[config.mk]
export PLATFORM = sky130hd
export DESIGN_NAME = fpm_back
export DESIGN_NICKNAME = d
export VERILOG_FILES = /design/src/rtl/fpm_pkg.sv /design/src/rtl/fpm_back.sv
export SDC_FILE = /design/constraint.sdc
export NUM_CORES = 2
export LEC_CHECK = 0
export BUFFER_PORTS_ARGS = -buffer_cell sky130_fd_sc_hd__buf_2
export CAP_MARGIN = 25
export CORE_MARGIN = 1
export CORE_UTILIZATION = 40
export DETAILED_ROUTE_END_ITERATION = 10
export PLACE_DENSITY = 0.58
export REMOVE_ABC_BUFFERS = 1
export SLEW_MARGIN = 20
export SYNTH_ARGS = -nofsm -noshare
export SYNTH_HDL_FRONTEND = slang
export SYNTH_SLANG_ARGS = --single-unit
[constraint.sdc]
create_clock -name clock -period 20.5 [get_ports clock]
set_input_delay 2.05 -clock clock [delete_from_list [all_inputs] [get_ports clock]]
set_output_delay 2.05 -clock clock [all_outputs]
set_load 0.1 [all_outputs]
[src/rtl/fpm_pkg.sv]
// Shared constants, types and the quarter-wave sine table of the phase PWM modulator.
`default_nettype none

package fpm_pkg;

   // Field and register widths
   localparam int UQ_W       = 15;
   localparam int ANGLE_W    = 16;
   localparam int POS_W      = ANGLE_W - 2;
   localparam int LIMIT_W    = 14;
   localparam int SUPPLY_W   = 14;
   localparam int PERIOD_W   = 16;
   localparam int COMPARE_W  = 16;
   localparam int CSR_DATA_W = 16;
   localparam int CSR_INDEX_W = 2;

   // Register indexes of the configuration port
   localparam logic [CSR_INDEX_W-1:0] CSR_PHASE_LIMIT = 2'd0;
   localparam logic [CSR_INDEX_W-1:0] CSR_SUPPLY      = 2'd1;
   localparam logic [CSR_INDEX_W-1:0] CSR_PERIOD      = 2'd2;

   // Reset values of the configuration registers
   localparam logic [LIMIT_W-1:0]  PHASE_LIMIT_RESET = 14'd3072;
   localparam logic [SUPPLY_W-1:0] SUPPLY_RESET      = 14'd3072;
   localparam logic [PERIOD_W-1:0] PERIOD_RESET      = 16'd4799;

   // Sine table: quarter wave, SINE_TABLE_DEPTH+1 entries in Q0.15
   localparam int SINE_TABLE_DEPTH = 256;
   localparam int ROM_IDX_W = $clog2(SINE_TABLE_DEPTH + 1);
   localparam int SINE_W    = 15;
   localparam logic [ROM_IDX_W-1:0] ROM_LAST = ROM_IDX_W'(SINE_TABLE_DEPTH);

   // Transform arithmetic
   localparam int AB_W       = 31;   // alpha and beta, Q23 volts
   localparam int KB_W       = 32;   // sqrt(3)/2 * beta, Q24 volts
   localparam int RAW_W      = 34;   // unclamped phase, Q24 volts
   localparam int PHASE_W    = 30;   // clamped phase, Q24 volts, unsigned
   localparam int VOLT_SHIFT = 16;   // Q8 register volts to Q24 phase volts
   localparam logic signed [16:0] SQRT3_HALF_Q16 = 17'sd56756;

   // Queue between front and back
   localparam int QUEUE_DEPTH = 4;
   localparam int QPTR_W      = $clog2(QUEUE_DEPTH);

   // Pipelined restoring divider
   localparam int DIV_BITS_PER_STAGE = 4;
   localparam int DIV_STAGES         = COMPARE_W / DIV_BITS_PER_STAGE;
   localparam int REM_W              = SUPPLY_W;

   // Polynomial coefficients for the table, Q30
   localparam logic [63:0] PI_HALF_Q30 = 64'd1686629713;
   localparam logic [63:0] TAYLOR3_Q30 = 64'd693598668;
   localparam logic [63:0] TAYLOR5_Q30 = 64'd85569306;
   localparam logic [63:0] TAYLOR7_Q30 = 64'd5026993;
   localparam logic [63:0] TAYLOR9_Q30 = 64'd172272;

   typedef logic [SINE_W-1:0] sine_rom_type [0:SINE_TABLE_DEPTH];

   typedef struct packed {
      logic [LIMIT_W-1:0]  phase_limit;
      logic [SUPPLY_W-1:0] supply;
      logic [PERIOD_W-1:0] period;
   } fpm_cfg_type;

   // One phase as it crosses the queue: (phase * period) >> 16 and a full-duty flag
   typedef struct packed {
      logic [PHASE_W-1:0] prod;
      logic               full;
   } fpm_phase_type;

   typedef fpm_phase_type [2:0] fpm_entry_type;

   typedef struct packed {
      logic full;
      logic empty;
   } fpm_qstat_type;

   // sin(pi/2 * k/DEPTH) in Q15 by the odd 9th-order polynomial
   function automatic logic [SINE_W-1:0] quarter_sine(int unsigned k);
      logic [63:0] u;
      logic [63:0] u2;
      logic [63:0] p;
      logic [63:0] s;
      logic [63:0] r;
      u  = (64'(k) << 30) / 64'(SINE_TABLE_DEPTH);
      u2 = (u * u) >> 30;
      p  = TAYLOR9_Q30;
      p  = TAYLOR7_Q30 - ((u2 * p) >> 30);
      p  = TAYLOR5_Q30 - ((u2 * p) >> 30);
      p  = TAYLOR3_Q30 - ((u2 * p) >> 30);
      p  = PI_HALF_Q30 - ((u2 * p) >> 30);
      s  = (u * p) >> 30;
      r  = (s + 64'd16384) >> 15;
      if (r > 64'd32767) begin
         r = 64'd32767;
      end
      return r[SINE_W-1:0];
   endfunction

   function automatic sine_rom_type build_sine_rom();
      sine_rom_type rom;
      for (int k = 0; k <= SINE_TABLE_DEPTH; k++) begin
         rom[k] = quarter_sine(k);
      end
      return rom;
   endfunction

   localparam sine_rom_type SINE_ROM = build_sine_rom();

endpackage

`default_nettype wire

[src/rtl/fpm_back.sv]
// Back pipeline: divides each scaled phase by the supply and forms the compare values.
`default_nettype none

module fpm_back (
   input  wire logic                             clock,
   input  wire logic                             reset,
   input  wire fpm_pkg::fpm_cfg_type             cfg,
   input  wire fpm_pkg::fpm_qstat_type           qstat,
   input  wire fpm_pkg::fpm_entry_type           pop_entry,
   output logic                                  pop,
   output logic                                  rsp_valid,
   input  wire logic                             rsp_stall,
   output logic [fpm_pkg::COMPARE_W-1:0]         rsp_compare_a,
   output logic [fpm_pkg::COMPARE_W-1:0]         rsp_compare_b,
   output logic [fpm_pkg::COMPARE_W-1:0]         rsp_compare_c
);

   // Remainder and a shared dividend/quotient shift register per phase
   typedef struct packed {
      logic [fpm_pkg::REM_W-1:0]     rem;
      logic [fpm_pkg::COMPARE_W-1:0] dq;
      logic                          full;
   } lane_type;

   typedef lane_type [2:0] lanes_type;

   // Several restoring division steps on one lane
   function automatic lane_type div_steps(lane_type lane, logic [fpm_pkg::SUPPLY_W-1:0] divisor);
      lane_type                    res;
      logic [fpm_pkg::REM_W:0]     trial;
      logic                        ge;
      res = lane;
      for (int i = 0; i < fpm_pkg::DIV_BITS_PER_STAGE; i++) begin
         trial   = {res.rem, res.dq[fpm_pkg::COMPARE_W-1]};
         ge      = trial >= {1'b0, divisor};
         res.dq  = {res.dq[fpm_pkg::COMPARE_W-2:0], ge};
         res.rem = ge ? fpm_pkg::REM_W'(trial - {1'b0, divisor}) : trial[fpm_pkg::REM_W-1:0];
      end
      return res;
   endfunction

   // Full duty maps to the period; then subtract one, saturating at zero
   function automatic logic [fpm_pkg::COMPARE_W-1:0] finish(lane_type lane,
                                                           logic [fpm_pkg::PERIOD_W-1:0] period);
      logic [fpm_pkg::COMPARE_W-1:0] n;
      n = lane.full ? period : lane.dq;
      return (n == '0) ? '0 : n - 1'b1;
   endfunction

   logic                              b_adv;
   logic [fpm_pkg::DIV_STAGES:0]      stage_valid_ff;
   lanes_type                         stage_ff [fpm_pkg::DIV_STAGES+1];
   lanes_type                         stage_in [fpm_pkg::DIV_STAGES+1];
   logic                              out_valid_ff;
   logic [fpm_pkg::COMPARE_W-1:0]     out_a_ff;
   logic [fpm_pkg::COMPARE_W-1:0]     out_b_ff;
   logic [fpm_pkg::COMPARE_W-1:0]     out_c_ff;

   // Advance everything when the output register is free or being taken
   assign b_adv         = !out_valid_ff || !rsp_stall;
   assign pop           = b_adv && !qstat.empty;
   assign rsp_valid     = out_valid_ff;
   assign rsp_compare_a = out_a_ff;
   assign rsp_compare_b = out_b_ff;
   assign rsp_compare_c = out_c_ff;

   // Load stage splits the dividend; later stages each retire a few quotient bits
   always_comb begin
      for (int i = 0; i < 3; i++) begin
         stage_in[0][i].rem  = pop_entry[i].prod[fpm_pkg::PHASE_W-1:fpm_pkg::COMPARE_W];
         stage_in[0][i].dq   = pop_entry[i].prod[fpm_pkg::COMPARE_W-1:0];
         stage_in[0][i].full = pop_entry[i].full;
      end
      for (int k = 1; k <= fpm_pkg::DIV_STAGES; k++) begin
         for (int i = 0; i < 3; i++) begin
            stage_in[k][i] = div_steps(stage_ff[k-1][i], cfg.supply);
         end
      end
   end

   // Shift valids through the divider and into the output register
   always_ff @(posedge clock) begin
      if (reset) begin
         stage_valid_ff <= '0;
         out_valid_ff   <= 1'b0;
      end else if (b_adv) begin
         stage_valid_ff <= {stage_valid_ff[fpm_pkg::DIV_STAGES-1:0], !qstat.empty};
         out_valid_ff   <= stage_valid_ff[fpm_pkg::DIV_STAGES];
      end
   end

   // Advance payloads; hold the output while stalled
   always_ff @(posedge clock) begin
      if (b_adv) begin
         for (int k = 0; k <= fpm_pkg::DIV_STAGES; k++) begin
            stage_ff[k] <= stage_in[k];
         end
         out_a_ff <= finish(stage_ff[fpm_pkg::DIV_STAGES][0], cfg.period);
         out_b_ff <= finish(stage_ff[fpm_pkg::DIV_STAGES][1], cfg.period);
         out_c_ff <= finish(stage_ff[fpm_pkg::DIV_STAGES][2], cfg.period);
      end
   end

endmodule

`default_nettype wire

==> results.py <==
metrics = {
    "place": {
        "place_hpwl_microns": 116000,
        "portBuffers": 176,
        "place_congestion": 0.905,
    },
    "clock_tree": {
        "cts-resized-gates": 0,
        "cts_setup_buffers": 0,
        "clock_latency_ps": 710,
        "cts_tree": "built",
        "htree_levels": 2,
        "cts.sinks": 477,
        "cts_buffer_depth": 3,
        "ctsHoldBuffers": 0,
        "numCtsBuffers": 61,
        "clk_pin_slew_worst_paths_ps": 60,
        "root_buffer": "clkbuf_16",
    },
    "timing": {
        "min_period_over_period_pct": 67.9,
        "rsz0062_at_grt": "no",
        "setup-tns-final_ps": 0,
        "max_freq_mhz": 71.8,
        "fin_skew_ps": 52.7,
        "slew_violations": 0,
        "worst_pin_slew_ps": 1000,
        "setup_violations": 0,
        "hold_violations": 0,
        "relSlewSlack_pct": 33.2,
        "fin_crit_ps": 13920,
    },
    "global_routing": {
        "grt_antenna_before_repair": 2,
        "grt_pass1_vias": 41600,
        "grt_max_degree": 178,
        "grt_usage_pct": 22.1,
        "overflow": 0,
        "grt_first_pass_wirelength_microns": 233000,
    },
    "setup_path": {
        "endpoint_kind": "flop",
        "cp.arrival_ps": 14380,
        "rrSetupSlack_ps": 8370,
        "r2r-start": "stage_ff[0][266]$_DFFE_PN_",
        "start_kind": "input port",
        "ff2ff_path_depth": 41,
        "worst_path_largest_cell_delay_ps": 840,
        "critical_path_class": "input port to flop",
        "worst-path-max-fanout": 25,
        "slowest_stage": "a311oi_4",
        "cp-startpoint": "cfg[19]",
        "worstPathRequired_ps": 20950,
        "r2r-end": "stage_ff[0][362]$_DFFE_PN_",
        "endpoint": "stage_ff[0][362]$_DFFE_PN_",
    },
    "status": {
        "outcome": "completed",
    },
    "synthesis": {
        "synth_cells": 5693,
        "yosys_warnings": 0,
        "synth_area_sq_um": 52700,
        "syn_avg_cell_area_sq_um": 9.26,
        "netlist.area_leader.share_pct": 26.8,
        "synthFlopType": "edfxtp_1",
        "synth-edff-count": 471,
        "synth-seq-cells": 477,
        "ys_types": 100,
        "synth_top_area_cell": "edfxtp_1",
        "async_reset_ff_share_pct": 0,
        "yosysSeqAreaShare_pct": 27.1,
        "synth_area_leaders": "edfxtp_1 27%, ha_1 16%, mux2_2 6.9%",
    },
    "routing": {
        "via_per_inst": 5.72,
        "dr.pass1.iters": 8,
        "dr.first_iter.drc_count": 3271,
        "vias": 44000,
        "ant_nets": 0,
        "wl_per_cell_microns": 19.7,
        "drt_drc_violations_left": 0,
        "drt-total-wl_microns": 151000,
    },
    "die": {
        "die_w_microns": 365,
        "ioPinCount": 192,
        "die-area_sq_um": 133000,
        "fp.dieH_microns": 365,
        "core_region_area_sq_um": 130000,
        "initial_core_util_pct": 40.5,
        "rows": 132,
    },
    "worst_hold_path": {
        "hold_class": "flop to flop",
    },
    "layout": {
        "area_growth_pct": 9.95,
        "layout.nets": 6754,
        "drive_gt1_share_pct": 13.0,
    },
    "run": {
        "cap_violations": 0,
    },
}
critical path, delay by kind of cell:
| kind | cells | cell delay [ps] |
|---|---|---|
| buffers and inverters | 7 | 1310 |
| muxes | 3 | 1280 |
| and+or+nand+nor | 5 | 960 |
| AOI/OAI and AO/OA | 25 | 7480 |
| adders and majority gates | 4 | 1180 |
per-stage QoR:
| stage | instance area, sq um | utilization [%] | setup WS, ps | std cells | hold slack, ps |
|---|---|---|---|---|---|
| final | 57900 | 44.5 | 6580 | 7688 | 382 |
| after global routing | 57900 | 44.5 | 5630 | 7686 | 391 |
| after CTS | 57900 | 44.5 | 6700 | 7686 | 381 |
| after detailed placement | 55900 | 42.9 | 6000 | 7571 | 405 |
| after global placement | 55900 | 42.9 | 6040 | 7571 | 404 |
| after floorplan | 52200 | - | 7010 | 5588 | 400 |
final cells by class:
class,count,area (sq um)
Fill cell,12700,72200
Multi-Input combinational cell,4803,36800
Sequential cell,477,14300
Tap cell,1742,2180
Clock buffer,76,1580
Timing Repair Buffer,241,1440
Inverter,308,1180
Clock inverter,39,493
Antenna cell,2,5.00
cells in the mapped netlist (28+ instances only):
cell type and instances:
xnor2_1 314, and3_1 38, nor3_1 142, nor2_1 417, or3_1 31, o211ai_1 39, mux2_2 323, nand2_1 299
clkbuf_1 59, o21ai_0 358, nor4_1 37, inv_1 300, a31oi_1 47, o31ai_1 43, o21a_1 101, nand4_1 93
mux2i_1 132, xor2_1 147, nand2b_1 98, nand3_1 93, ha_1 675, or2_2 30, fa_1 45, edfxtp_1 471
nor2b_1 133, o31a_1 28, a21boi_0 36, a211oi_1 54, o21bai_1 52, a21o_1 185, a21oi_1 479
routing by layer:
metal	share of wire, %	GRT usage [%]	up-vias
li1	-	-	21900
met1	47	30.3	20900
met2	45	36.7	993
met3	4.6	2.33	212
met4	2.5	5.96	0
met5	0	0	-
kinds of logic (layout without fill, tap and decap cells):
family                     count (synthesis)  in the layout  share of synthesized area [%]
AOI/OAI and AO/OA                       1638           1638                           20.2
xor gates and xnor gates                 461            461                           7.66
adders and majority gates                720            720                           17.7
buffers and inverters                    413            664                           3.12
DFF                                      477            477                           27.1
muxes                                    474            474                           9.98
other                                      0              2                              0
and+or+nand+nor                         1510           1510                           14.3
flip-flops by register name, indices dropped and copies added (netlist names):
| name | flops |
|---|---|
| rsp_compare_a | 16 |
| rsp_compare_b | 16 |
| rsp_compare_c | 16 |
| rsp_valid | 1 |
| stage_ff | 423 |
| stage_valid_ff | 5 |
cell usage in the layout (no fill, tap or decap), types with 16 or more instances in the layout:
master,netlist,routed
fa_1,45,45
xnor2_1,314,314
nor2_1,417,417
a31oi_1,47,47
buf_4,8,62
clkinv_2,0,16
o31a_1,28,28
and2_1,17,17
o211ai_1,39,39
nor2b_1,133,133
a21boi_0,36,36
o21ai_0,358,358
nand2_1,299,298
o31ai_1,43,43
buf_2,21,174
a21oi_1,479,479
clkbuf_16,0,61
o21a_1,101,101
a221oi_1,19,19
o21bai_1,52,52
ha_1,675,675
and4_1,21,21
mux2i_1,132,132
nand3_1,93,93
edfxtp_1,471,471
mux2_2,323,323
a221o_1,16,16
nand4_1,93,93
and3_1,38,38
a21o_1,185,185
xor2_1,147,147
nor3_1,142,142
nand2b_1,98,98
inv_1,300,287
or2_2,30,30
a211oi_1,54,54
or3_1,31,31
nor4_1,37,36
o41ai_1,16,16
worst min-delay path by stage:
stage	from	endpoint	slack [ps]	cells past startpoint
finish	stage_ff[0][4]$_DFFE_PN_	stage_ff[0][101]$_DFFE_PN_	380	0
global route	stage_ff[0][4]$_DFFE_PN_	stage_ff[0][101]$_DFFE_PN_	390	0
CTS	stage_ff[0][4]$_DFFE_PN_	stage_ff[0][101]$_DFFE_PN_	380	0
detailed placement	stage_ff[0][195]$_DFFE_PN_	stage_ff[0][292]$_DFFE_PN_	400	0
global placement	stage_ff[0][41]$_DFFE_PN_	stage_ff[0][138]$_DFFE_PN_	400	0
floorplan	stage_ff[0][3]$_DFFE_PN_	stage_ff[0][100]$_DFFE_PN_	400	0
Power is left out: the tool's default activity adds up to more than one toggle a clock period on the data nets, which glitch-free logic cannot reach.
