File: config.mk
export PLATFORM = sky130hd
export DESIGN_NAME = fpm_queue
export DESIGN_NICKNAME = d
export VERILOG_FILES = /design/src/rtl/fpm_pkg.sv /design/src/rtl/fpm_queue.sv
export SDC_FILE = /design/constraint.sdc
export NUM_CORES = 1
export LEC_CHECK = 0
export ABC_AREA = 1
export BUFFER_PORTS_ARGS = -buffer_cell sky130_fd_sc_hd__buf_4
export CORE_ASPECT_RATIO = 1.1
export CORE_UTILIZATION = 29
export CTS_BUF_LIST = sky130_fd_sc_hd__clkbuf_4 sky130_fd_sc_hd__clkbuf_8
export DETAILED_ROUTE_END_ITERATION = 16
export PLACE_DENSITY_LB_ADDON = 0.08
export SKIP_CTS_REPAIR_TIMING = 1
export SYNTH_ARGS = -nofsm -noshare
export SYNTH_HDL_FRONTEND = slang
export SYNTH_SLANG_ARGS = --single-unit
File: constraint.sdc
create_clock -name clock -period 4.7 [get_ports clock]
set_input_delay 1.41 -clock clock [delete_from_list [all_inputs] [get_ports clock]]
set_output_delay 1.41 -clock clock [all_outputs]
set_load 0.01 [all_outputs]
File: src/rtl/fpm_pkg.sv
// Shared constants, types and the quarter-wave sine table of the phase PWM modulator.
`default_nettype none

package fpm_pkg;

   // Field and register widths
   localparam int UQ_W       = 15;
   localparam int ANGLE_W    = 16;
   localparam int POS_W      = ANGLE_W - 2;
   localparam int LIMIT_W    = 14;
   localparam int SUPPLY_W   = 14;
   localparam int PERIOD_W   = 16;
   localparam int COMPARE_W  = 16;
   localparam int CSR_DATA_W = 16;
   localparam int CSR_INDEX_W = 2;

   // Register indexes of the configuration port
   localparam logic [CSR_INDEX_W-1:0] CSR_PHASE_LIMIT = 2'd0;
   localparam logic [CSR_INDEX_W-1:0] CSR_SUPPLY      = 2'd1;
   localparam logic [CSR_INDEX_W-1:0] CSR_PERIOD      = 2'd2;

   // Reset values of the configuration registers
   localparam logic [LIMIT_W-1:0]  PHASE_LIMIT_RESET = 14'd3072;
   localparam logic [SUPPLY_W-1:0] SUPPLY_RESET      = 14'd3072;
   localparam logic [PERIOD_W-1:0] PERIOD_RESET      = 16'd4799;

   // Sine table: quarter wave, SINE_TABLE_DEPTH+1 entries in Q0.15
   localparam int SINE_TABLE_DEPTH = 256;
   localparam int ROM_IDX_W = $clog2(SINE_TABLE_DEPTH + 1);
   localparam int SINE_W    = 15;
   localparam logic [ROM_IDX_W-1:0] ROM_LAST = ROM_IDX_W'(SINE_TABLE_DEPTH);

   // Transform arithmetic
   localparam int AB_W       = 31;   // alpha and beta, Q23 volts
   localparam int KB_W       = 32;   // sqrt(3)/2 * beta, Q24 volts
   localparam int RAW_W      = 34;   // unclamped phase, Q24 volts
   localparam int PHASE_W    = 30;   // clamped phase, Q24 volts, unsigned
   localparam int VOLT_SHIFT = 16;   // Q8 register volts to Q24 phase volts
   localparam logic signed [16:0] SQRT3_HALF_Q16 = 17'sd56756;

   // Queue between front and back
   localparam int QUEUE_DEPTH = 4;
   localparam int QPTR_W      = $clog2(QUEUE_DEPTH);

   // Pipelined restoring divider
   localparam int DIV_BITS_PER_STAGE = 4;
   localparam int DIV_STAGES         = COMPARE_W / DIV_BITS_PER_STAGE;
   localparam int REM_W              = SUPPLY_W;

   // Polynomial coefficients for the table, Q30
   localparam logic [63:0] PI_HALF_Q30 = 64'd1686629713;
   localparam logic [63:0] TAYLOR3_Q30 = 64'd693598668;
   localparam logic [63:0] TAYLOR5_Q30 = 64'd85569306;
   localparam logic [63:0] TAYLOR7_Q30 = 64'd5026993;
   localparam logic [63:0] TAYLOR9_Q30 = 64'd172272;

   typedef logic [SINE_W-1:0] sine_rom_type [0:SINE_TABLE_DEPTH];

   typedef struct packed {
      logic [LIMIT_W-1:0]  phase_limit;
      logic [SUPPLY_W-1:0] supply;
      logic [PERIOD_W-1:0] period;
   } fpm_cfg_type;

   // One phase as it crosses the queue: (phase * period) >> 16 and a full-duty flag
   typedef struct packed {
      logic [PHASE_W-1:0] prod;
      logic               full;
   } fpm_phase_type;

   typedef fpm_phase_type [2:0] fpm_entry_type;

   typedef struct packed {
      logic full;
      logic empty;
   } fpm_qstat_type;

   // sin(pi/2 * k/DEPTH) in Q15 by the odd 9th-order polynomial
   function automatic logic [SINE_W-1:0] quarter_sine(int unsigned k);
      logic [63:0] u;
      logic [63:0] u2;
      logic [63:0] p;
      logic [63:0] s;
      logic [63:0] r;
      u  = (64'(k) << 30) / 64'(SINE_TABLE_DEPTH);
      u2 = (u * u) >> 30;
      p  = TAYLOR9_Q30;
      p  = TAYLOR7_Q30 - ((u2 * p) >> 30);
      p  = TAYLOR5_Q30 - ((u2 * p) >> 30);
      p  = TAYLOR3_Q30 - ((u2 * p) >> 30);
      p  = PI_HALF_Q30 - ((u2 * p) >> 30);
      s  = (u * p) >> 30;
      r  = (s + 64'd16384) >> 15;
      if (r > 64'd32767) begin
         r = 64'd32767;
      end
      return r[SINE_W-1:0];
   endfunction

   function automatic sine_rom_type build_sine_rom();
      sine_rom_type rom;
      for (int k = 0; k <= SINE_TABLE_DEPTH; k++) begin
         rom[k] = quarter_sine(k);
      end
      return rom;
   endfunction

   localparam sine_rom_type SINE_ROM = build_sine_rom();

endpackage

`default_nettype wire

File: src/rtl/fpm_queue.sv
// Short queue that decouples the transform front from the divider back.
`default_nettype none

module fpm_queue (
   input  wire logic                   clock,
   input  wire logic                   reset,
   input  wire logic                   push,
   input  wire fpm_pkg::fpm_entry_type push_entry,
   input  wire logic                   pop,
   output fpm_pkg::fpm_entry_type      pop_entry,
   output fpm_pkg::fpm_qstat_type      qstat
);

   fpm_pkg::fpm_entry_type          slot_ff [fpm_pkg::QUEUE_DEPTH];
   logic [fpm_pkg::QPTR_W-1:0]      wr_ptr_ff;
   logic [fpm_pkg::QPTR_W-1:0]      rd_ptr_ff;
   logic [fpm_pkg::QPTR_W:0]        count_ff;
   logic [fpm_pkg::QPTR_W-1:0]      wr_ptr_in;
   logic [fpm_pkg::QPTR_W-1:0]      rd_ptr_in;

   localparam logic [fpm_pkg::QPTR_W-1:0] PTR_LAST = fpm_pkg::QPTR_W'(fpm_pkg::QUEUE_DEPTH - 1);
   localparam logic [fpm_pkg::QPTR_W:0]   COUNT_FULL = (fpm_pkg::QPTR_W+1)'(fpm_pkg::QUEUE_DEPTH);

   assign qstat.full  = count_ff == COUNT_FULL;
   assign qstat.empty = count_ff == '0;
   assign pop_entry   = slot_ff[rd_ptr_ff];

   assign wr_ptr_in = (wr_ptr_ff == PTR_LAST) ? '0 : wr_ptr_ff + 1'b1;
   assign rd_ptr_in = (rd_ptr_ff == PTR_LAST) ? '0 : rd_ptr_ff + 1'b1;

   // Move pointers and occupancy
   always_ff @(posedge clock) begin
      if (reset) begin
         wr_ptr_ff <= '0;
         rd_ptr_ff <= '0;
         count_ff  <= '0;
      end else begin
         if (push) begin
            wr_ptr_ff <= wr_ptr_in;
         end
         if (pop) begin
            rd_ptr_ff <= rd_ptr_in;
         end
         if (push && !pop) begin
            count_ff <= count_ff + 1'b1;
         end else if (pop && !push) begin
            count_ff <= count_ff - 1'b1;
         end
      end
   end

   // Store the entry on push
   always_ff @(posedge clock) begin
      if (push) begin
         slot_ff[wr_ptr_ff] <= push_entry;
      end
   end

endmodule

`default_nettype wire

==> key figures, run 1 <==
Clock tree
  – Clk_lat worst skew: 610 ps
  – CTS Buffer Depth: 3
  – Clk sinks: ~380
  – Worst-path clk slew: 50 ps
  – # H-tree levels: 3
  – Clock root cell: clkbuf_8
  – CTS buffer count: 68
  – CTS tree: built

Timing
  – Clock skew: 15.9 ps
  – Final worst path period share: 0.849
  – Worst Tran Pin Value: ~800 ps
  – Slew Viols, Final: 0
  – Tmin final: approximately 4000 ps
  – Worst slew margin relative to its limit: 0.466
  – Final setup viols: 0
  – Unrepaired setup endpoints after global routing: false
  – Final hold vios: 0
  – TNS Setup: 0 ps
  – Max Freq: 251 MHz

Worst setup path
  – CP required: 3290 ps
  – Max Fanout on Critical Path: 94
  – Worst setup path class: reg -> out
  – Critical Path Start Type: register
  – Crit path arrival time: 2580 ps
  – Critical Path Sink Type: output port

Floorplanning
  – I/O pin cnt: 192
  – Core Rows: 86
  – Die width: 217 um
  – Die Y: 239 um
  – Core area: 0.0503 mm2
  – Initial Utilization: 0.294
  – Die area: 0.0519 mm2

Synthesis
  – Mapped cell area: between 0.01 and 0.015 mm2
  – Syn Nets: roughly 1100
  – YS warnings: 0
  – Mapped Cells: 958
  – Sequential fraction of the synthesis area: 0.767
  – Yosys reg bits: 381
  – Syn avg cell area: 15.4 um2
  – Count of unique library cells instantiated by Yosys: 25

Final layout
  – Final #Nets: 1284
  – Post-layout util: 0.363
  – Leading cell type in the layout, fill and taps excluded: edfxtp_1
  – Most frequent cells in the layout: edfxtp_1 (372), buf_4 (204), nor2_1 (164), o21ai_0 (136), clkbuf_8 (69)
  – Layout cells sized above 1: 0.342
  – Synth-to-Final Area Change: 23.2%
  – Number of antenna diodes: 0

GRT
  – Tot GR Track Use: 0.140
  – Vias in the first global route: 8894
  – Initial antenna violation count: 1
  – Largest net degree at the start of global routing: 107
  – Congestion Overflow GR: 0
  – First-pass GRT wire length: 53900 um

Power
  – Leakage: about 6.3 nW
  – Net switching power: 1.91 mW
  – VDD IR max: between 150 and 200 uV
  – Switching portion of total power: 0.246
  – Part of the power in combinational logic: 0.114
  – Sequential power share: 0.505
  – PwrDens: 427 mW/mm2
  – Clock power frac: 0.381
  – Internal power: 5.87 mW

Route
  – DRT iter0 DRCs: 431
  – Routed wire length: between 30000 and 40000 um
  – Vias after detailed routing: 8629
  – Pre-Repair DR Iteration Count: 4
  – Drt drc: 0
  – DR vias/cell: about 4.6
  – Wire per inst: approximately 19 um
  – Final ANT Viol Nets: 0

Worst hold path
  – Worst Hold Class: reg -> reg

Flow run
  – Max Cap Viol: 0

Placement
  – HPWL Detailed: 19500 um
  – Placer Congestion: 0.669
  – Port Buffers: ~190

Status
  – Status: finished, final reports clean
## logic make-up (layout without fill, tap and decap cells)
kind of cell	after synthesis	count (layout)	synth area share
compound gates	285	285	0.125
xor+xnor	1	1	0.000592
fa+ha+maj	7	7	0.00643
buf+inv	76	351	0.0319
flops	381	381	0.767
simple gates	208	208	0.0686
## cells in the mapped netlist
cell type	instances	share of area
buf_6	11	0.0084
buf_2	17	0.0058
o22ai_2	30	0.025
nand4_1	1	0.00042
buf_4	4	0.0020
dfxtp_1	9	0.012
buf_12	4	0.0054
ha_1	6	0.0051
fa_1	1	0.0014
edfxtp_1	372	0.76
clkbuf_1	24	0.0061
inv_1	12	0.0030
o22ai_1	63	0.027
a21oi_1	3	0.0010
nand2_1	8	0.0020
nor3_1	4	0.0014
o21ai_0	136	0.046
nor2_4	30	0.023
o21ai_1	20	0.0068
inv_2	3	0.00076
nand3_1	1	0.00034
inv_4	1	0.00042
xor2_1	1	0.00059
o21ai_2	33	0.020
nor2_1	164	0.042
## power groups by stage
| stage | sequential [mW] | clock, mW | combinational (mW) |
|---|---|---|---|
| 5_1_grt | 3.94 | 3.24 | 0.983 |
| 6_report | 3.93 | 2.97 | 0.889 |
| 4_1_cts | 3.93 | 3.10 | 0.921 |
| 3_5_place_dp | 4.00 | 0 | 0.919 |
| 3_3_place_gp | 4.00 | 0 | 0.918 |
| 2_1_floorplan | 4.00 | 0 | 0.474 |
## cell type report
class / instances / area, um2
multi-input cells: 501 / 2970
inverters: 16 / 80.1
fillers: 4894 / 32000
repair buffers: 212 / 1690
well taps: 660 / 826
clock buffers: 95 / 1140
flip-flops and latches: 381 / 11400
clock inverters: 28 / 160
## flip-flops by register name, indices dropped and copies added, names as in the netlist, named ones only
name and cells:
count_ff 3, slot_ff 372, rd_ptr_ff 2, wr_ptr_ff 2
## worst paths after layout
| check | startpoint | endpoint | slack (ps) | cells after the start |
|---|---|---|---|---|
| min | wr_ptr_ff[1] | wr_ptr_ff[1] | 530 | 2 |
| max reg2reg | wr_ptr_ff[0] | slot_ff[0][84] | 2750 | 5 |
| min reg2reg | wr_ptr_ff[1] | wr_ptr_ff[1] | 530 | 2 |
| max | register | pop_entry[71] | 710 | 6 |
## metrics by stage
stage	cell area (um2)	setup slack [ps]	hold slack (ps)	cells	power, mW
final	18200	710	533	1893	7.78
after global routing	18200	464	572	1893	8.16
after CTS	18200	600	539	1893	7.95
after detailed placement	16900	1310	532	1770	4.92
after global placement	16900	1310	526	1770	4.92
after floorplan	14800	1010	490	958	4.47
## metal layers
layer  wire length (um)  global-route usage  share of wire
met3               2280              0.0398          0.064
met4                684              0.0544          0.019
met1              15900               0.178           0.45
met5                 11                   0        0.00031
met2              16900               0.223           0.47
## critical path, cell delays in order (launching register included)
cell	delay, ps
dfxtp_4	340
buf_12	240
inv_4	100
buf_4	610
o21ai_0	230
o22ai_1	200
buf_4	150
Note: power is estimated with default switching activity, not from simulation.
==> run 2, diff against run 1 <==
==> constraint.sdc (replaced) <==
create_clock -name clock -period 3.2 [get_ports clock]
set_input_delay 0.96 -clock clock [delete_from_list [all_inputs] [get_ports clock]]
set_output_delay 0.96 -clock clock [all_outputs]
set_load 0.01 [all_outputs]
==> run 2 against run 1 <==
Against the previous run:
- global-route usage is 0.26 points higher
- cell area increased by 1.3%
- clock power rose by 51%
- utilization increased by 0.48 points
- sequential power rose by 47%
- non-clock buffer count up 11
- combinational power grew 53%
- first-iteration DRC count decreased by 17%
- largest cell class unchanged
- highest routed layer unchanged
==> key figures, run 2 (synthesis results as in run 1) <==
Placement
  – Inst Count DP: 1779 (was 1770)
  – HPWL Detailed: 20700 um (was 19500 um)
  – Cell area after placement: 0.0171 mm2 (was 0.0169 mm2)
  – Placer Congestion: 0.690 (was 0.669)
  – Place WS: 600 ps (was 1310 ps)
  – Port Buffers: 191 (unchanged)

Clock tree
  – Worst-path clk slew: 60 ps (was 50 ps)
  – # H-tree levels: 3 (unchanged)
  – CTS buffer count: 68 (unchanged)
  – CTS tree: built (unchanged)
  – CTS Buffer Depth: 3 (unchanged)
  – Clk sinks: 381 (unchanged)
  – Clk_lat worst skew: 630 ps (was 610 ps)
  – Clock root cell: clkbuf_8 (unchanged)

Timing
  – Tmin final: 3050 ps
  – Final setup viols: 0 (unchanged)
  – Final hold vios: 0 (unchanged)
  – Worst slew margin relative to its limit: 0.652 (was 0.466)
  – Fin worst setup slack: 149 ps (was 710 ps)
  – Max Freq: 328 MHz
  – Slew Viols, Final: 0 (unchanged)
  – Final worst path period share: 0.953
  – Worst Tran Pin Value: 522 ps (was 801 ps)
  – Unrepaired setup endpoints after global routing: true (was false)
  – Clock skew: 21.3 ps (was 15.9 ps)

GRT
  – Initial antenna violation count: 2 (was 1)
  – Vias in the first global route: 8808 (was 8894)
  – Met2 usage: 0.234 (was 0.223)
  – Met3 GRT Util: 0.0454 (was 0.0398)
  – Largest net degree at the start of global routing: 97 (was 107)
  – GRT busiest layer: met2 (unchanged)
  – Met1 usage: 0.172 (was 0.178)
  – Congestion Overflow GR: 0 (unchanged)
  – Tot GR Track Use: 0.142 (was 0.140)
  – First-pass GRT wire length: 54400 um (was 53900 um)

Worst setup path
  – Critical Path Start Type: register (unchanged)
  – Max Fanout on Critical Path: 84 (was 94)
  – Crit path arrival time: 2090 ps (was 2580 ps)
  – CP required: 2240 ps (was 3290 ps)
  – Critical Path Sink Type: output port (unchanged)
  – Worst setup path class: reg -> out (unchanged)

Final layout
  – Synth-to-Final Area Change: 24.9% (was 23.2%)
  – Biggest register: slot_ff (unchanged)
  – Post-layout util: 0.368 (was 0.363)
  – Top Registers: slot_ff (372), count_ff (3) (unchanged)
  – Number of antenna diodes: 0 (unchanged)
  – Final instance area: 0.0185 mm2 (was 0.0182 mm2)
  – Final #Nets: 1295 (was 1284)
  – Most frequent cells in the layout: edfxtp_1 (372), buf_4 (205), nor2_1 (164), o21ai_0 (136), clkbuf_8 (72) (was edfxtp_1 (372), buf_4 (204), nor2_1 (164), o21ai_0 (136), clkbuf_8 (69))
  – Filler cells: 4827 (was 4894)
  – Non-filler instance count after layout: 1898 (was 1893)
  – Leading cell type in the layout, fill and taps excluded: edfxtp_1 (unchanged)
  – Layout cells sized above 1: 0.350 (was 0.342)
  – Max FFs per register: 372 (unchanged)

Route
  – Final ANT Viol Nets: 0 (unchanged)
  – Pre-Repair DR Iteration Count: 4 (unchanged)
  – Vias after detailed routing: 8571 (was 8629)
  – Drt drc: 0 (unchanged)
  – DRT iter0 DRCs: 359 (was 431)
  – Routed wire length: 37200 um (was 35800 um)
  – Wire per inst: 19.6 um (was 18.9 um)
  – DR vias/cell: 4.52 (was 4.56)

Power
  – Part of the power in combinational logic: 0.117 (was 0.114)
  – VDD IR max: 279 uV (was 165 uV)
  – Internal power: 8.83 mW (was 5.87 mW)
  – Clock power frac: 0.385 (was 0.381)
  – Leakage: 6.39 nW (was 6.28 nW)
  – Switching portion of total power: 0.240 (was 0.246)
  – PwrDens: 628 mW/mm2 (was 427 mW/mm2)
  – Net switching power: 2.78 mW (was 1.91 mW)
  – Sequential power share: 0.497 (was 0.505)
  – Power, Total: 11.6 mW (was 7.78 mW)

Status
  – Status: finished, final reports clean (unchanged)

Floorplanning
  – Core Rows: 86 (unchanged)
  – Core area: 0.0503 mm2 (unchanged)
  – Die width: 217 um (unchanged)
  – Die Y: 239 um (unchanged)
  – Initial Utilization: 0.294 (unchanged)
  – I/O pin cnt: 192 (unchanged)
  – Die area: 0.0519 mm2 (unchanged)

Worst hold path
  – Worst Hold Class: in -> reg (was reg -> reg)

Flow run
  – Max Cap Viol: 0 (unchanged)
run 2: routing by layer:
metal,routed length [um],up-vias
met5,11,-
met4,735,2
met3,2220,50
met2,18100,190
met1,16100,4237
li1,-,4092
run 2: power by group through the flow:
stage / combinational (mW) / sequential (mW) / clock, mW
detailed placement: 1.38 / 5.88 / 0
global route: 1.50 / 5.79 / 4.84
CTS: 1.38 / 5.78 / 4.68
finish: 1.36 / 5.77 / 4.48
floorplan: 0.698 / 5.86 / 0
global placement: 1.38 / 5.88 / 0
run 2: path summary, 6_finish.rpt:
| check | from | end | slack [ps] | cells after the start |
|---|---|---|---|---|
| worst max register to register | wr_ptr_ff[0] | slot_ff[0][45] | 1370 | 5 |
| worst min-delay path | push_entry[18] | slot_ff[3][18] | 530 | 1 |
| worst min register to register | wr_ptr_ff[1] | wr_ptr_ff[1] | 530 | 2 |
| worst max-delay path | register | pop_entry[48] | 150 | 4 |
run 2: cell type report:
class / count / area, um2 / share of cell area
sequential: 381 / 11400 / 0.615
inverter: 16 / 93.8 / 0.00508
clock buffer: 101 / 1210 / 0.0654
clock inverter: 16 / 120 / 0.00650
tap: 660 / 826 / 0.0447
multi-input combinational: 501 / 2970 / 0.161
timing repair buffer: 223 / 1900 / 0.103
run 2: metrics by stage:
step	hold slack (ps)	TNS [ps]
final	529	0
after global routing	483	-38.9
after CTS	448	-2260
after detailed placement	521	0
after global placement	520	0
after floorplan	490	0
run 2: critical path: stages (launching register included):
cell and delay [ps]:
dfxtp_4 500, buf_12 320, o21ai_0 150, o22ai_1 230
buf_4 170
==> run 3, diff against run 2 <==
--- a/config.mk
+++ b/config.mk
@@ -11,7 +11,9 @@
 export CORE_UTILIZATION = 29
 export CTS_BUF_LIST = sky130_fd_sc_hd__clkbuf_4 sky130_fd_sc_hd__clkbuf_8
 export DETAILED_ROUTE_END_ITERATION = 16
-export PLACE_DENSITY_LB_ADDON = 0.08
+export GPL_TIMING_DRIVEN = 0
+export HOLD_SLACK_MARGIN = 0.06
+export PLACE_DENSITY_LB_ADDON = 0.2
 export SKIP_CTS_REPAIR_TIMING = 1
 export SYNTH_ARGS = -nofsm -noshare
 export SYNTH_HDL_FRONTEND = slang
==> run 3 against run 2 <==
Against the previous run:
- clock power fell by 1%
- first-iteration DRC count fell by 0.56%
- critical endpoint is now pop_entry[24]
- clock skew fell by 8.8 ps
- flip-flop and latch count stayed put
- routed wire length is 4.6% higher
- global-route usage up 0.81 points
==> key figures, run 3 (synthesis results as in run 1) <==
Worst setup path
  – CP required: 2240 ps (about the same)
  – Crit-path slowest cell: dfxtp_1 (was dfxtp_4)
  – Worst path top cell family by delay: buffers and inverters (was flip-flops)
  – Max Fanout on Critical Path: 10 (was 84)
  – Critical R2R Capture: slot_ff[2][9] (was slot_ff[0][45])
  – Critical Path End: pop_entry[24] (was pop_entry[48])
  – Worst Path Buf+Inv: 4 (was 2)
  – Critical Path Start Type: register (unchanged)
  – Worst path max stage delay: 350 ps (was 500 ps)
  – RR Startpoint: wr_ptr_ff[0] (unchanged)
  – WP depth: 6 (was 4)
  – R2R Setup Slk: 820 ps (was 1370 ps)
  – Reg2reg path depth: 6 (was 5)
  – Worst setup path class: reg -> out (unchanged)
  – Crit path arrival time: 2110 ps (was 2090 ps)
  – Critical Path Sink Type: output port (unchanged)
  – Crit path cell chain: inv_2 > clkbuf_4 > buf_2 > o21ai_1 > o22ai_1 > buf_4 (was buf_12 > o21ai_0 > o22ai_1 > buf_4)

Floorplanning
  – I/O pin cnt: 192 (unchanged)
  – Die width: 217 um (unchanged)
  – Core area: 0.0503 mm2 (unchanged)
  – Initial Utilization: 0.294 (unchanged)
  – Die area: 0.0519 mm2 (unchanged)
  – Die Y: 239 um (unchanged)
  – Core Rows: 86 (unchanged)

Final layout
  – Filler cells: 4822 (was 4827)
  – Leading cell type in the layout, fill and taps excluded: edfxtp_1 (unchanged)
  – Biggest register: slot_ff (unchanged)
  – Synth-to-Final Area Change: 27.4% (was 24.9%)
  – Register area: 0.0114 mm2 (about the same)
  – Number of antenna diodes: 0 (unchanged)
  – Footprint of the multi-input gates: 0.00304 mm2 (was 0.00297 mm2)
  – Top Registers: slot_ff (372), count_ff (3) (unchanged)
  – Layout cells sized above 1: 0.376 (was 0.350)
  – Max FFs per register: 372 (unchanged)
  – Most frequent cells in the layout: edfxtp_1 (372), buf_4 (193), nor2_1 (164), o21ai_0 (125), clkbuf_8 (71) (was edfxtp_1 (372), buf_4 (205), nor2_1 (164), o21ai_0 (136), clkbuf_8 (72))
  – Final #Nets: 1338 (was 1295)

Timing
  – Slew Viols, Final: 0 (unchanged)
  – Tmin final: 3070 ps (was 3050 ps)
  – Final hold vios: 0 (unchanged)
  – Clock skew: 12.5 ps (was 21.3 ps)
  – Worst slew margin relative to its limit: 0.433 (was 0.652)
  – Worst Tran Pin Value: 848 ps (was 522 ps)
  – Max Freq: 325 MHz (was 328 MHz)
  – Final worst path period share: 0.961 (was 0.953)
  – Fin worst setup slack: 126 ps (was 149 ps)
  – Final setup viols: 0 (unchanged)

Status
  – Status: finished, final reports clean (unchanged)

Clock tree
  – Clk sinks: 381 (unchanged)
  – CTS buffer count: 68 (unchanged)
  – Clk_lat worst skew: 630 ps (about the same)
  – CTS tree: built (unchanged)
  – Worst-path clk slew: 60 ps (about the same)
  – Clock root cell: clkbuf_8 (unchanged)
  – CTS Buffer Depth: 3 (unchanged)
  – # H-tree levels: 3 (unchanged)

Power
  – Power, Total: 11.7 mW (was 11.6 mW)
  – Internal power: 8.79 mW (was 8.83 mW)
  – PwrDens: 619 mW/mm2 (was 628 mW/mm2)
  – Switching portion of total power: 0.247 (was 0.240)
  – VDD IR max: 305 uV (was 279 uV)
  – Clock power frac: 0.380 (was 0.385)
  – Net switching power: 2.88 mW (was 2.78 mW)
  – Part of the power in combinational logic: 0.126 (was 0.117)
  – Leakage: 6.60 nW (was 6.39 nW)
  – Sequential power share: 0.494 (was 0.497)

GRT
  – Congestion Overflow GR: 0 (unchanged)
  – Largest net degree at the start of global routing: 33 (was 97)
  – Initial antenna violation count: 3 (was 2)
  – Tot GR Track Use: 0.150 (was 0.142)
  – First-pass GRT wire length: 56700 um (was 54400 um)
  – Vias in the first global route: 9149 (was 8808)

Route
  – Pre-Repair DR Iteration Count: 5 (was 4)
  – Wire per inst: 20.0 um (was 19.6 um)
  – Drt drc: 0 (unchanged)
  – DRT iter0 DRCs: 357 (was 359)
  – Vias after detailed routing: 8832 (was 8571)
  – Final ANT Viol Nets: 0 (unchanged)
  – Routed wire length: 39000 um (was 37200 um)
  – DR vias/cell: 4.54 (was 4.52)

Placement
  – Port Buffers: 191 (unchanged)
  – Place WS: 133 ps (was 600 ps)
  – Placer Congestion: 0.718 (was 0.690)
  – HPWL Detailed: 24000 um (was 20700 um)

Worst hold path
  – Worst Hold Class: in -> reg (unchanged)

Flow run
  – Max Cap Viol: 0 (unchanged)
run 3: changes by cell type in the layout (fill, tap and decap cells not counted), sizes merged:
cell,before,now
clkbuf,101,131
buf,223,235
clkinvlp,5,7
inv,12,14
bufinv,2,1
clkinv,13,14
run 3: power by group through the flow:
stage          Combinational (mW)  Clock, mW  Sequential, mW
4_1_cts                      1.46       4.59            5.76
2_1_floorplan               0.698          0            5.86
5_1_grt                      1.61       4.81            5.77
6_report                     1.47       4.43            5.76
3_5_place_dp                 1.46          0            5.87
3_3_place_gp                 1.41          0            5.89
run 3: how the worst min path moves through the flow:
stage / from / end / slack (ps) / depth (start not counted)
floorplan: wr_ptr_ff[1] / wr_ptr_ff[1] / 490 / 2
global placement: wr_ptr_ff[1] / wr_ptr_ff[1] / 520 / 2
detailed placement: wr_ptr_ff[1] / wr_ptr_ff[1] / 530 / 2
CTS: push_entry[87] / slot_ff[3][87] / 450 / 1
global route: push_entry[71] / slot_ff[3][71] / 480 / 1
finish: push_entry[71] / slot_ff[2][71] / 530 / 1
run 3: layer usage:
layer	wire length, um	up-vias	track usage
met1	16600	4330	0.187
met2	18900	241	0.244
li1	-	4188	-
met4	811	6	0.0587
met3	2660	67	0.0464
met5	44	-	0
run 3: layout make-up:
class | count | area share
Sequential cell | 381 | 0.602
Multi-Input combinational cell | 501 | 0.161
Timing Repair Buffer | 206 | 0.0920
Clock buffer | 100 | 0.0634
Tap cell | 660 | 0.0438
Buffer | 60 | 0.0260
Clock inverter | 20 | 0.00670
Inverter | 16 | 0.00438
run 3: stage by stage:
stage               hold WS, ps  area [um2]  std cells  TNS (ps)   util
floorplan                   490       14800        958         0      -
global placement            519       17100       1809   -437220  0.340
detailed placement          532       17300       1821         0  0.345
CTS                         455       18600       1941    -36500  0.371
global route                481       18900       1944     -1.37  0.375
finish                      530       18900       1944         0  0.375
run 3: worst reg2reg max path, cell delays in order, from the launching register on:
cell        delay [ps]
dfxtp_1            400
inv_1               80
ha_1               190
nand2_1            100
clkinvlp_4         680
buf_12             460
buf_16             190
